**src/hw/rtl/id3p_fifo.sv**
```systemverilog
// Short register queue between the parser front and the result back end.
module id3p_fifo #(
    parameter int unsigned WIDTH = 8,
    parameter int unsigned DEPTH = 4
) (
    input  logic             i_clk,
    input  logic             i_rst_n,
    input  logic             i_push,
    input  logic [WIDTH-1:0] i_data,
    output logic             o_full,
    input  logic             i_pop,
    output logic             o_empty,
    output logic [WIDTH-1:0] o_data
);
    localparam int unsigned AW = (DEPTH > 1) ? $clog2(DEPTH) : 1;

    logic [WIDTH-1:0] r_mem [DEPTH];
    logic [AW-1:0]    r_wp, r_rp;
    logic [AW:0]      r_cnt;

    assign o_full  = (r_cnt == (AW+1)'(DEPTH));
    assign o_empty = (r_cnt == '0);
    assign o_data  = r_mem[r_rp];

    // Pointers and fill count.
    always_ff @(posedge i_clk) begin
        if (!i_rst_n) begin
            r_wp  <= '0;
            r_rp  <= '0;
            r_cnt <= '0;
        end else begin
            if (i_push) r_wp <= (r_wp == AW'(DEPTH-1)) ? '0 : r_wp + 1'b1;
            if (i_pop)  r_rp <= (r_rp == AW'(DEPTH-1)) ? '0 : r_rp + 1'b1;
            r_cnt <= r_cnt + (AW+1)'(i_push) - (AW+1)'(i_pop);
        end
    end

    // Storage.
    always_ff @(posedge i_clk) begin
        if (i_push) r_mem[r_wp] <= i_data;
    end
endmodule

```
**config.mk**
```make
export PLATFORM = sky130hd
export DESIGN_NAME = id3p_fifo
export DESIGN_NICKNAME = d
export VERILOG_FILES = /design/src/hw/rtl/id3p_fifo.sv
export SDC_FILE = /design/constraint.sdc
export NUM_CORES = 1
export LEC_CHECK = 0
export BUFFER_PORTS_ARGS = -buffer_cell sky130_fd_sc_hd__buf_2
export CORE_MARGIN = 5
export CORE_UTILIZATION = 40
export CTS_BUF_LIST = sky130_fd_sc_hd__clkbuf_16
export CTS_CLUSTER_SIZE = 25
export DETAILED_ROUTE_END_ITERATION = 10
export PLACE_DENSITY = 0.6
export SYNTH_ARGS = -nofsm -noshare
export SYNTH_HDL_FRONTEND = slang
export SYNTH_SLANG_ARGS = --single-unit
```
**constraint.sdc**
```tcl
create_clock -name i_clk -period 2.4 [get_ports i_clk]
set_input_delay 0.24 -clock i_clk [delete_from_list [all_inputs] [get_ports i_clk]]
set_output_delay 0.24 -clock i_clk [all_outputs]
set_load 0.005 [all_outputs]
```
==> flow_summary_export.csv <==
group,metric,value,unit
final_layout,final_area,0.00190,mm^2
sta,finalCriticalPeriod,1.88,ns
critical_path,path_max_fanout,8,
synthesis,yosysTopAreaCell,"edfxtp_1",
final_layout,nNetsFinal,132,
final_layout,layout_commonest_cell,"edfxtp_1",
placed_design,gp_congestion,0.695,
cts,ctsHtreeMaxLevel,2,
cts,numCtsBuffers,5,
grt,overflow,0,
synthesis,synth_top_area_share,0.595,
synthesis,synth_area_leaders,"edfxtp_1, dfxtp_1, mux4_2",
pwr,powerDensity,859,mW/mm^2
synthesis,ys_seq_area_frac,0.706,
synthesis,synth_seq_cells,41,
synthesis,yosysWarnings,0,
synthesis,synthCells,86,
sta,hold_slack,0.174,ns
die,die-width,73.5,um
die,boundaryPins,22,
route,wl,2.51,mm
grt,grt_pass1_vias,800,
route,drt_iter0_markers,29,
die,fp.coreArea,0.00397,mm^2
route,drt_pass1_iterations,4,
sta,maxSlewViolCount,0,
grt,antenna_found_initial,0,
grt,grt_pass1_wl,3.84,mm
sta,worst_slew_pin_slew,0.531,ns
synthesis,syn_nets,106,
final_layout,fin_cells,163,
outcome,status,"completed",
min_path,min-delay-path-class,"in2reg",
placed_design,port_buffers,21,
synthesis,syn_area,0.00162,mm^2
sta,setup_viol,0,
sta,finalHoldViolations,0,
sta,max_freq,0.531,GHz
pwr,leakage,0.720,nW
placed_design,placed_cells,155,
placed_design,placed_area,0.00177,mm^2
cts,cts-hold-fix-buffers,0,
cts,clock-root-buffer,"clkbuf_16",
route,via_count,791,
pwr,ir_drop,0.283,mV
critical_path,worstPathRequired,2.16,ns
die,start_util,0.407,
synthesis,synth_area_per_cell,18.8,um^2
cts,clockBufferDepth,2,
grt,grt_max_degree,13,
route,drc,0,
sta,slew_headroom,0.645,
route,wl_per_cell,15.4,um
flow_run,cap_viol_max_count,0,
final_layout,layout-drive-gt1-share,0.310,
route,ant_nets,0,
route,viasPerCell,4.85,
critical_path,cp-start-kind,"flip-flop",
die,die_area,0.00541,mm^2
die,dieHeight,73.5,um
sta,fin_tns_setup,0,ns
sta,rsz0062_at_grt,"false",
cts,clk_latency,0.28,ns
die,rows,23,
cts,path_clk_slew,0.06,ns
critical_path,arrival,1.64,ns
grt,grt_usage,0.104,
critical_path,crit_type,"reg2out",
pwr,power,1.64,mW
final_layout,fill_cells,348,
cts,cts-resized-gates,0,
sta,fin_crit_sh,0.784,
critical_path,worstSetupEndpointType,"output port",
cts,clkSinkCount,41,
placed_design,dp_hpwl,1.76,mm
final_layout,diodes,0,
synthesis,synth_cell_types,17,
final_layout,syn_to_final_growth,17.9,%
cts,post_cts_buffers,0,
final_layout,layout.cells.most_common_list,"edfxtp_1, buf_2, dfxtp_1, mux4_2",
sta,clock-skew-final,0.00641,ns
cts,cts_tree,"built",
registers in the layout (all words and copies together), names as in the netlist, named ones only:
| signal | flops |
|---|---|
| r_wp | 2 |
| r_mem | 32 |
| r_rp | 2 |
| r_cnt | 3 |
worst paths after layout:
check / from / end / slack [ns] / depth (start not counted)
max: flip-flop / o_data[5] / 0.52 / 2
min: i_data[3] / r_mem[0][3] / 0.17 / 1
max reg2reg: r_cnt[0] / r_cnt[2] / 0.77 / 7
min reg2reg: r_rp[0] / r_rp[0] / 0.53 / 2
stage by stage:
stage,util,worst slack [ns]
global placement,0.445,0.767
global route,0.480,0.388
detailed placement,0.445,0.735
CTS,0.480,0.441
floorplan,-,0.893
finish,0.480,0.518
kinds of logic after synthesis:
kind of cell / count (synthesis) / share of synthesized area
AO/OA/AOI/OAI: 2 / 0.00620
buffers and inverters: 9 / 0.0263
adder cells (fa/ha/maj): 8 / 0.0666
multiplexers: 10 / 0.124
AND/OR/NAND/NOR: 15 / 0.0558
flip-flops: 41 / 0.706
XOR/XNOR: 1 / 0.0147
where the power goes:
group | switching (mW) | internal (mW) | total [mW]
clock | 0.240 | 0.375 | 0.615
sequential | 0.0304 | 0.811 | 0.841
combinational | 0.0730 | 0.106 | 0.179
total | 0.344 | 1.29 | 1.64
metal layers:
layer	GRT usage	part of all wire	up-vias
li1	-	-	375
met4	0.0543	0.022	0
met3	0.0492	0.079	6
met1	0.107	0.39	388
met5	0	0	-
met2	0.174	0.51	22
cell type report:
cell class                      instances  area (um^2)  area share
Inverter                                7         26.3      0.0138
Clock buffer                            5          125      0.0657
Multi-Input combinational cell         36          432       0.227
Clock inverter                          3         12.5     0.00657
Timing Repair Buffer                   21          105      0.0552
Sequential cell                        41         1140       0.599
Tap cell                               50         62.6      0.0329
critical path, cell delays in order, from the launching register on:
cell and delay (ns):
dfxtp_1 0.65, mux4_2 0.57, buf_2 0.14
Yosys cell counts:
cell type	number
clkbuf_2	1
fa_1	1
or3b_1	2
nand2b_1	2
mux2i_1	2
nor2_1	3
buf_6	1
inv_1	7
a21oi_1	2
mux4_2	8
ha_1	7
edfxtp_1	32
xor3_1	1
dfxtp_1	9
and2_1	6
and3_1	1
nor3_1	1
Power figures use the tool's default switching activity.
