## src/hw/rtl/id3p_pkg.sv

```systemverilog
// Package with types, codes and the ID upgrade table of the ID3v2 frame parser.
package id3p_pkg;
    localparam int unsigned TableLen = 50;

    typedef enum logic [3:0] {
        ST_OK = 4'd0, ST_ENCRYPTED = 4'd1, ST_COMPRESSED = 4'd2, ST_SKIPPED = 4'd3,
        ST_PADDING = 4'd4, ST_TAG_END = 4'd5, ST_ERR_SYNCSAFE = 4'd6,
        ST_ERR_VERSION = 4'd7, ST_ERR_TAG_FLAGS = 4'd8, ST_ERR_EXT_HDR = 4'd9,
        ST_ERR_FHDR_TRUNC = 4'd10, ST_ERR_FRAME_TRUNC = 4'd11,
        ST_ERR_FRAME_FLAGS = 4'd12, ST_ERR_FOOTER = 4'd13, ST_ERR_SOURCE_END = 4'd14
    } t_status;

    // Input item.
    typedef struct packed {
        logic [7:0] data_byte;
        logic       first_byte;
        logic       source_end;
    } t_in_item;

    // Result item (frame ID, payload offset and payload length at full 32-bit width).
    typedef struct packed {
        logic [3:0]  status;
        logic [31:0] frame_id;
        logic [15:0] frame_flags;
        logic [31:0] payload_offset;
        logic [31:0] payload_length;
        logic [7:0]  tag_version;
    } t_out_item;

    // One upgrade table entry: three-letter v2.2 ID and four-letter v2.3 ID.
    typedef struct packed {
        logic [23:0] old_id;
        logic [31:0] new_id;
    } t_upgrade;

    function automatic t_upgrade upgrade_entry(input logic [5:0] idx);
        t_upgrade e;
        e = '0;
        unique case (idx)
            6'd0:  e = {"BUF", "RBUF"};
            6'd1:  e = {"CNT", "PCNT"};
            6'd2:  e = {"COM", "COMM"};
            6'd3:  e = {"ETC", "ETCO"};
            6'd4:  e = {"GEO", "GEOB"};
            6'd5:  e = {"MLL", "MLLT"};
            6'd6:  e = {"POP", "POPM"};
            6'd7:  e = {"REV", "RVRB"};
            6'd8:  e = {"SLT", "SYLT"};
            6'd9:  e = {"STC", "SYTC"};
            6'd10: e = {"TAL", "TALB"};
            6'd11: e = {"TBP", "TBPM"};
            6'd12: e = {"TCM", "TCOM"};
            6'd13: e = {"TCO", "TCON"};
            6'd14: e = {"TCR", "TCOP"};
            6'd15: e = {"TDY", "TDLY"};
            6'd16: e = {"TEN", "TENC"};
            6'd17: e = {"TFT", "TFLT"};
            6'd18: e = {"TKE", "TKEY"};
            6'd19: e = {"TLA", "TLAN"};
            6'd20: e = {"TLE", "TLEN"};
            6'd21: e = {"TMT", "TMED"};
            6'd22: e = {"TOA", "TOPE"};
            6'd23: e = {"TOF", "TOFN"};
            6'd24: e = {"TOL", "TOLY"};
            6'd25: e = {"TOT", "TOAL"};
            6'd26: e = {"TP1", "TPE1"};
            6'd27: e = {"TP2", "TPE2"};
            6'd28: e = {"TP3", "TPE3"};
            6'd29: e = {"TP4", "TPE4"};
            6'd30: e = {"TPA", "TPOS"};
            6'd31: e = {"TPB", "TPUB"};
            6'd32: e = {"TRC", "TSRC"};
            6'd33: e = {"TRK", "TRCK"};
            6'd34: e = {"TSI", "TSIZ"};
            6'd35: e = {"TSS", "TSSE"};
            6'd36: e = {"TT1", "TIT1"};
            6'd37: e = {"TT2", "TIT2"};
            6'd38: e = {"TT3", "TIT3"};
            6'd39: e = {"TXT", "TEXT"};
            6'd40: e = {"TXX", "TXXX"};
            6'd41: e = {"UFI", "UFID"};
            6'd42: e = {"ULT", "USLT"};
            6'd43: e = {"WAF", "WOAF"};
            6'd44: e = {"WAR", "WOAR"};
            6'd45: e = {"WAS", "WOAS"};
            6'd46: e = {"WCM", "WCOM"};
            6'd47: e = {"WCP", "WCOP"};
            6'd48: e = {"WPB", "WPUB"};
            6'd49: e = {"WXX", "WXXX"};
            default: e = '0;
        endcase
        return e;
    endfunction
endpackage

```

## src/hw/rtl/id3p_back.sv

```systemverilog
// Result back end: pops the queue and drives the output channel register.
module id3p_back (
    input  logic                i_clk,
    input  logic                i_rst_n,
    input  logic                i_empty,
    input  id3p_pkg::t_out_item i_item,
    output logic                o_pop,
    output logic                o_valid,
    input  logic                i_ready,
    output logic [3:0]          o_status,
    output logic [31:0]         o_frame_id,
    output logic [15:0]         o_frame_flags,
    output logic [31:0]         o_payload_offset,
    output logic [31:0]         o_payload_length,
    output logic [7:0]          o_tag_version
);
    logic                r_valid;
    id3p_pkg::t_out_item r_item;

    assign o_pop   = !i_empty && (!r_valid || i_ready);
    assign o_valid = r_valid;
    assign o_status = r_item.status;
    assign o_frame_id = r_item.frame_id;
    assign o_frame_flags = r_item.frame_flags;
    assign o_payload_offset = r_item.payload_offset;
    assign o_payload_length = r_item.payload_length;
    assign o_tag_version = r_item.tag_version;

    // Output register.
    always_ff @(posedge i_clk) begin
        if (!i_rst_n) begin
            r_valid <= 1'b0;
        end else if (o_pop) begin
            r_valid <= 1'b1;
        end else if (i_ready) begin
            r_valid <= 1'b0;
        end
    end

    always_ff @(posedge i_clk) begin
        if (o_pop) r_item <= i_item;
    end
endmodule

```

## config.mk

```make
export PLATFORM = sky130hd
export DESIGN_NAME = id3p_back
export DESIGN_NICKNAME = d
export VERILOG_FILES = /design/src/hw/rtl/id3p_pkg.sv /design/src/hw/rtl/id3p_back.sv
export SDC_FILE = /design/constraint.sdc
export NUM_CORES = 1
export LEC_CHECK = 0
export BUFFER_PORTS_ARGS = -buffer_cell sky130_fd_sc_hd__buf_2
export CAP_MARGIN = 40
export CORE_AREA = 10 10 115 117
export DETAILED_ROUTE_END_ITERATION = 7
export DIE_AREA = 0 0 125 127
export GPL_TIMING_DRIVEN = 0
export PLACE_DENSITY = 0.68
export SLEW_MARGIN = 15
export SYNTH_ARGS = -nofsm -noshare
export SYNTH_HDL_FRONTEND = slang
export SYNTH_SLANG_ARGS = --single-unit
```

## constraint.sdc

```tcl
create_clock -name i_clk -period 20.8 [get_ports i_clk]
set_clock_uncertainty 0.2 [all_clocks]
set_input_delay 5.2 -clock i_clk [delete_from_list [all_inputs] [get_ports i_clk]]
set_output_delay 5.2 -clock i_clk [all_outputs]
set_load 0.005 [all_outputs]
```

==> results of run 1 <==
==> state kept, by name, summed over array words and instances (netlist names) <==
register / cells
o_frame_id: 32
o_valid: 1
o_status: 4
o_tag_version: 8
o_frame_flags: 16
o_payload_length: 32
o_payload_offset: 32
==> kinds of logic (layout without fill, tap and decap cells) <==
logic type / count (synthesis) / after routing / share of synthesized area [%]
compound gates: 1 / 1 / 0.299
buf+inv: 0 / 290 / 0
flops: 125 / 125 / 99.4
simple gates: 2 / 2 / 0.332
==> worst max-delay path, stage by stage <==
cell and delay [ns]:
buf_2 0.09, nand2b_1 0.14, nor2b_4 0.44, buf_12 0.25, buf_2 0.15
==> final cells by class <==
cell class	count	area (µm²)	share of cell area [%]
clock inverter	8	92.6	1.57
multi-input combinational	3	31.3	0.529
tap	143	179	3.03
clock buffer	24	472	7.98
sequential	125	3740	63.3
timing repair buffer	258	1400	23.6
==> metrics by stage <==
step           hold slack (ns)  setup WS, ns
6_report                 0.320          9.11
5_1_grt                  0.342          9.01
4_1_cts                  0.322          9.10
3_5_place_dp             0.314          9.09
3_3_place_gp             0.288          1.80
2_1_floorplan            0.292          4.53
==> Yosys cell counts (all sizes together) <==
cell type and instances:
a21boi 1, dfxtp 1, edfxtp 124, nand2b 1
nor2b 1
==> path summary, 6_finish.rpt <==
check	start	end	slack (ns)
max reg2reg	o_valid	o_frame_id[2]	18.81
min	o_valid	o_valid	0.32
min reg2reg	o_valid	o_valid	0.32
max	i_ready	o_pop	9.11
==> where the power goes <==
part | total, mW | switching, mW | internal [mW]
clock network | 0.278 | 0.0961 | 0.181
logic | 0.0394 | 0.0188 | 0.0206
registers | 0.298 | 0.00323 | 0.295
==> routing by layer <==
layer / wire length [µm] / vias up / track usage (%)
met2: 5220 / 160 / 21.1
met4: 202 / 0 / 5.69
met5: 0 / - / 0
li1: - / 1083 / -
met3: 1210 / 14 / 7.53
met1: 3900 / 1099 / 13.7
==> results by group, run 1 <==
Outcome
  • Run status: completed

Layout
  • Final net count: 533
  • Commonest non-fill, non-tap cell in the layout: buf_2
  • Post-route core utilization: 53.2%
  • Area grow syn2layout: 57.0%
  • Antenna Cells: 0
  • Most frequent cells in the layout: buf_2, edfxtp_1, clkbuf_16
  • Non-filler instance count after layout: 561
  • Share of layout cells above drive strength 1: 68.7%
  • Number of fillers in the final layout: 922
  • Fin area: 0.00591 mm²

Drt
  • Via/cell ratio: 4.20
  • Initial DRT Pass Iterations: 4
  • Routed wire per std cell: 18.8 µm
  • Drt initial violations: 104
  • Final ANT Viol Nets: 0
  • Drc violations: 0
  • Aggregate routed wire length: 10,500 µm
  • Vias: 2,356

Timing
  • Setup violators final: 0
  • Slew margin rel.: 69.8%
  • Final Hold Fails: 0
  • Fin crit period: 11.69 ns
  • Final Max Slew Viols: 0
  • Setup tns final: 0 ns
  • Final Cycle Share: 56.2%
  • Maximum clock frequency: 85.6 MHz
  • RSZ-0062 raised after global routing: false
  • Slew @ Worst Pin: 0.452 ns

Place
  • DP Area: 0.00535 mm²
  • GPL Wtd Cong: 0.759
  • PortBufs: 253
  • HPWL Detailed: 8530 µm
  • Placed insts: 529

Floorplanning
  • Die ar.: 0.0159 mm²
  • DIE WIDTH: 125 µm
  • Die span in y: 127 µm
  • Core area: 0.0111 mm²
  • Top-Level Pins: 254
  • Starting Density: 33.9%
  • Site row count: 39

Worst setup path
  • CP Capture Type: primary output
  • R2R cell count: 5
  • Startpoint Class: input pin
  • Worst-path maximum fanout: 31
  • WS Path Type: input pin to primary output
  • Worst Path Required: 15.40 ns
  • Critical Path AT: 6.29 ns

Synth
  • Synthesized flop and latch total: 125
  • Share of the synthesized area in the top cell type: 98.8%
  • Yosys cell types: 5
  • Sequential area share after synthesis: 99.4%
  • Syn nets: 256
  • Largest cells by area after synthesis: edfxtp_1, dfxtp_1, a21boi_2, nand2b_1, nor2b_1
  • Yosys warns: 0
  • Yosys top cell by area: edfxtp_1
  • Synthesized cell area: 0.00377 mm²
  • Post-Syn Area per Cell: 29.4 µm²
  • Post-synthesis cell count: 128

Power
  • Power density over the cells: 104 mW/mm²
  • Tot Pwr: 615 µW
  • Maximum VDD drop: 0.0000615 V
  • Leak pwr: 2.56 nW

Global route
  • First-pass GRT wire length: 15,700 µm
  • Vias in the first global route: 2,685
  • Largest net degree at the start of global routing: 32
  • GRT Overall Usage: 13.1%
  • Initial antenna violation count: 0
  • Total grt overflow: 0

Clock network
  • Total CTS buffers: 17
  • Root Driver: clkbuf_16
  • CTS Buffer Depth: 2
  • Insertion delay to the later sink of the worst-skew pair: 0.40 ns
  • TritonCTS clock tree: yes
  • Cts repair resizes: 0
  • Clk pin slew, worst setup/hold paths: 0.05 ns
  • Cts hold-fix bufs: 0
  • Buffers inserted by post-CTS timing repair: 0
  • Clock sinks: 125
  • H-tree depth: 4

Worst hold path
  • Type of the worst min-delay path: register to register
  • Hold depth: 2

Run
  • Max-cap violations: 0
No activity file was read; power rests on OpenSTA's default activity.
==> run 2, diff against run 1 <==
==> constraint.sdc (replaced) <==
create_clock -name i_clk -period 11.3 [get_ports i_clk]
set_clock_uncertainty 0.2 [all_clocks]
set_input_delay 2.825 -clock i_clk [delete_from_list [all_inputs] [get_ports i_clk]]
set_output_delay 2.825 -clock i_clk [all_outputs]
set_load 0.005 [all_outputs]
==> results by group, run 2 (synthesis results as in run 1) <==
Outcome
  • Run status: completed

Global route
  • Largest net degree at the start of global routing: 32
  • Vias in the first global route: 2,713
  • First-pass GRT wire length: 15,900 µm
  • Total grt overflow: 0
  • GRT Overall Usage: 13.1%
  • Initial antenna violation count: 1

Drt
  • Initial DRT Pass Iterations: 4
  • Routed wire per std cell: 19.0 µm
  • Final ANT Viol Nets: 0
  • Aggregate routed wire length: 10,600 µm
  • Via/cell ratio: 4.23
  • Vias: 2,360
  • Drt initial violations: 119
  • Drc violations: 0

Worst hold path
  • Hold depth: 2
  • Worst hold endpoint: o_valid
  • Type of the worst min-delay path: register to register
  • Min-delay src: o_valid

Power
  • Maximum VDD drop: 0.000107 V
  • Leak pwr: 2.52 nW
  • Power density over the cells: 190 mW/mm²
  • Tot Pwr: 1.11 mW

Timing
  • Slew @ Worst Pin: 0.232 ns
  • Final Cycle Share: 59.4%
  • Maximum clock frequency: 149 MHz
  • Final Max Slew Viols: 0
  • Hold WS: 0.313 ns
  • Fin crit period: 6.72 ns
  • Final Hold Fails: 0
  • Setup violators final: 0
  • Setup tns final: 0 ns
  • PnR worst setup slack: 4.58 ns
  • RSZ-0062 raised after global routing: false
  • Slew margin rel.: 84.5%

Worst setup path
  • Crit path max-delay family: buffers and inverters
  • Critical path's most frequent cell: buf_2
  • WS Path Type: input pin to primary output
  • Critical path cell sequence: buf_2, nand2b_1, nor2b_4, buf_12, buf_2
  • WP buf/inv: 3
  • Worst R2R End: o_payload_offset[15]
  • CP max stage delay: 0.28 ns
  • R2R Setup Slk: 9.62 ns
  • Reg2reg start: o_valid
  • Startpoint Class: input pin
  • Worst Path Required: 8.28 ns
  • Logic depth of the worst setup path including buffers: 5
  • Worst-path maximum fanout: 31
  • R2R cell count: 4
  • CP Capture Type: primary output
  • Critical Path AT: 3.69 ns
  • Critical Path Slowest Stage Cell: nor2b_4

Clock network
  • H-tree depth: 4
  • Clk pin slew, worst setup/hold paths: 0.05 ns
  • Root Driver: clkbuf_16
  • Total CTS buffers: 17
  • Clock sinks: 125
  • TritonCTS clock tree: yes
  • CTS Buffer Depth: 2
  • Insertion delay to the later sink of the worst-skew pair: 0.40 ns
  • Cts repair resizes: 0
  • Buffers inserted by post-CTS timing repair: 0
  • Cts hold-fix bufs: 0

Layout
  • Area grow syn2layout: 54.9%
  • Reg area: 0.00374 mm²
  • Number of fillers in the final layout: 926
  • Post-route core utilization: 52.5%
  • Commonest non-fill, non-tap cell in the layout: buf_2
  • Final net count: 532
  • Share of layout cells above drive strength 1: 68.6%
  • Most frequent cells in the layout: buf_2, edfxtp_1, clkbuf_16
  • Area of the multi-input gates: 31.3 µm²

Run
  • Max-cap violations: 0

Place
  • HPWL Detailed: 8450 µm
  • GPL Wtd Cong: 0.782
  • PortBufs: 253
  • Place WS: 4.57 ns

Floorplanning
  • Core area: 0.0111 mm²
  • Die ar.: 0.0159 mm²
  • Starting Density: 33.9%
  • DIE WIDTH: 125 µm
  • Site row count: 39
  • Top-Level Pins: 254
  • Die span in y: 127 µm
[run 2: cell count changes in the layout (fill, tap and decap cells not counted)]
cell      before  now
buf_12         1    4
buf_16         4    0
clkbuf_1       5    1
clkinv_1       0    3
diode_2        0    1
clkbuf_8       2    0
[run 2: area by class of cell]
type                            instances  area share, %
Antenna cell                            1         0.0429
Clock buffer                           18           7.35
Clock inverter                         11           1.78
Multi-Input combinational cell          3          0.536
Sequential cell                       125           64.2
Tap cell                              143           3.07
Timing Repair Buffer                  257           23.1
[run 2: how the worst max path moves through the flow]
stage,slack [ns],end,from
4_1_cts,4.57,o_pop,i_ready
6_report,4.58,o_pop,i_ready
3_3_place_gp,0.50,o_pop,i_ready
5_1_grt,4.51,o_pop,i_ready
2_1_floorplan,2.10,o_pop,i_ready
3_5_place_dp,4.57,o_pop,i_ready
[run 2: metrics by stage]
step	cell area, µm²	std cells
after floorplan	3770	128
after global placement	5220	524
after detailed placement	5300	528
after CTS	5830	557
after global routing	5840	558
final	5840	558
[run 2: tightest hold or removal path, delay by kind of cell (launching register included)]
kind	cells	cell delay, ns
DFF	1	0.31
and+or+nand+nor	1	0.10
AOI/OAI and AO/OA	1	0.06
[run 2: metal layers]
| metal | global-route usage (%) | wire length, µm | vias up |
|---|---|---|---|
| met5 | 0 | 0 | - |
| met4 | 5.49 | 95 | 0 |
| met3 | 8.23 | 1370 | 6 |
| met2 | 21.4 | 5390 | 161 |
| met1 | 13.3 | 3760 | 1115 |
| li1 | - | - | 1078 |
[run 2: where the power goes]
part	internal [mW]	switching, mW	total (mW)
clock network	0.316	0.177	0.493
logic	0.0355	0.0337	0.0692
registers	0.543	0.00625	0.549
total	0.894	0.217	1.11
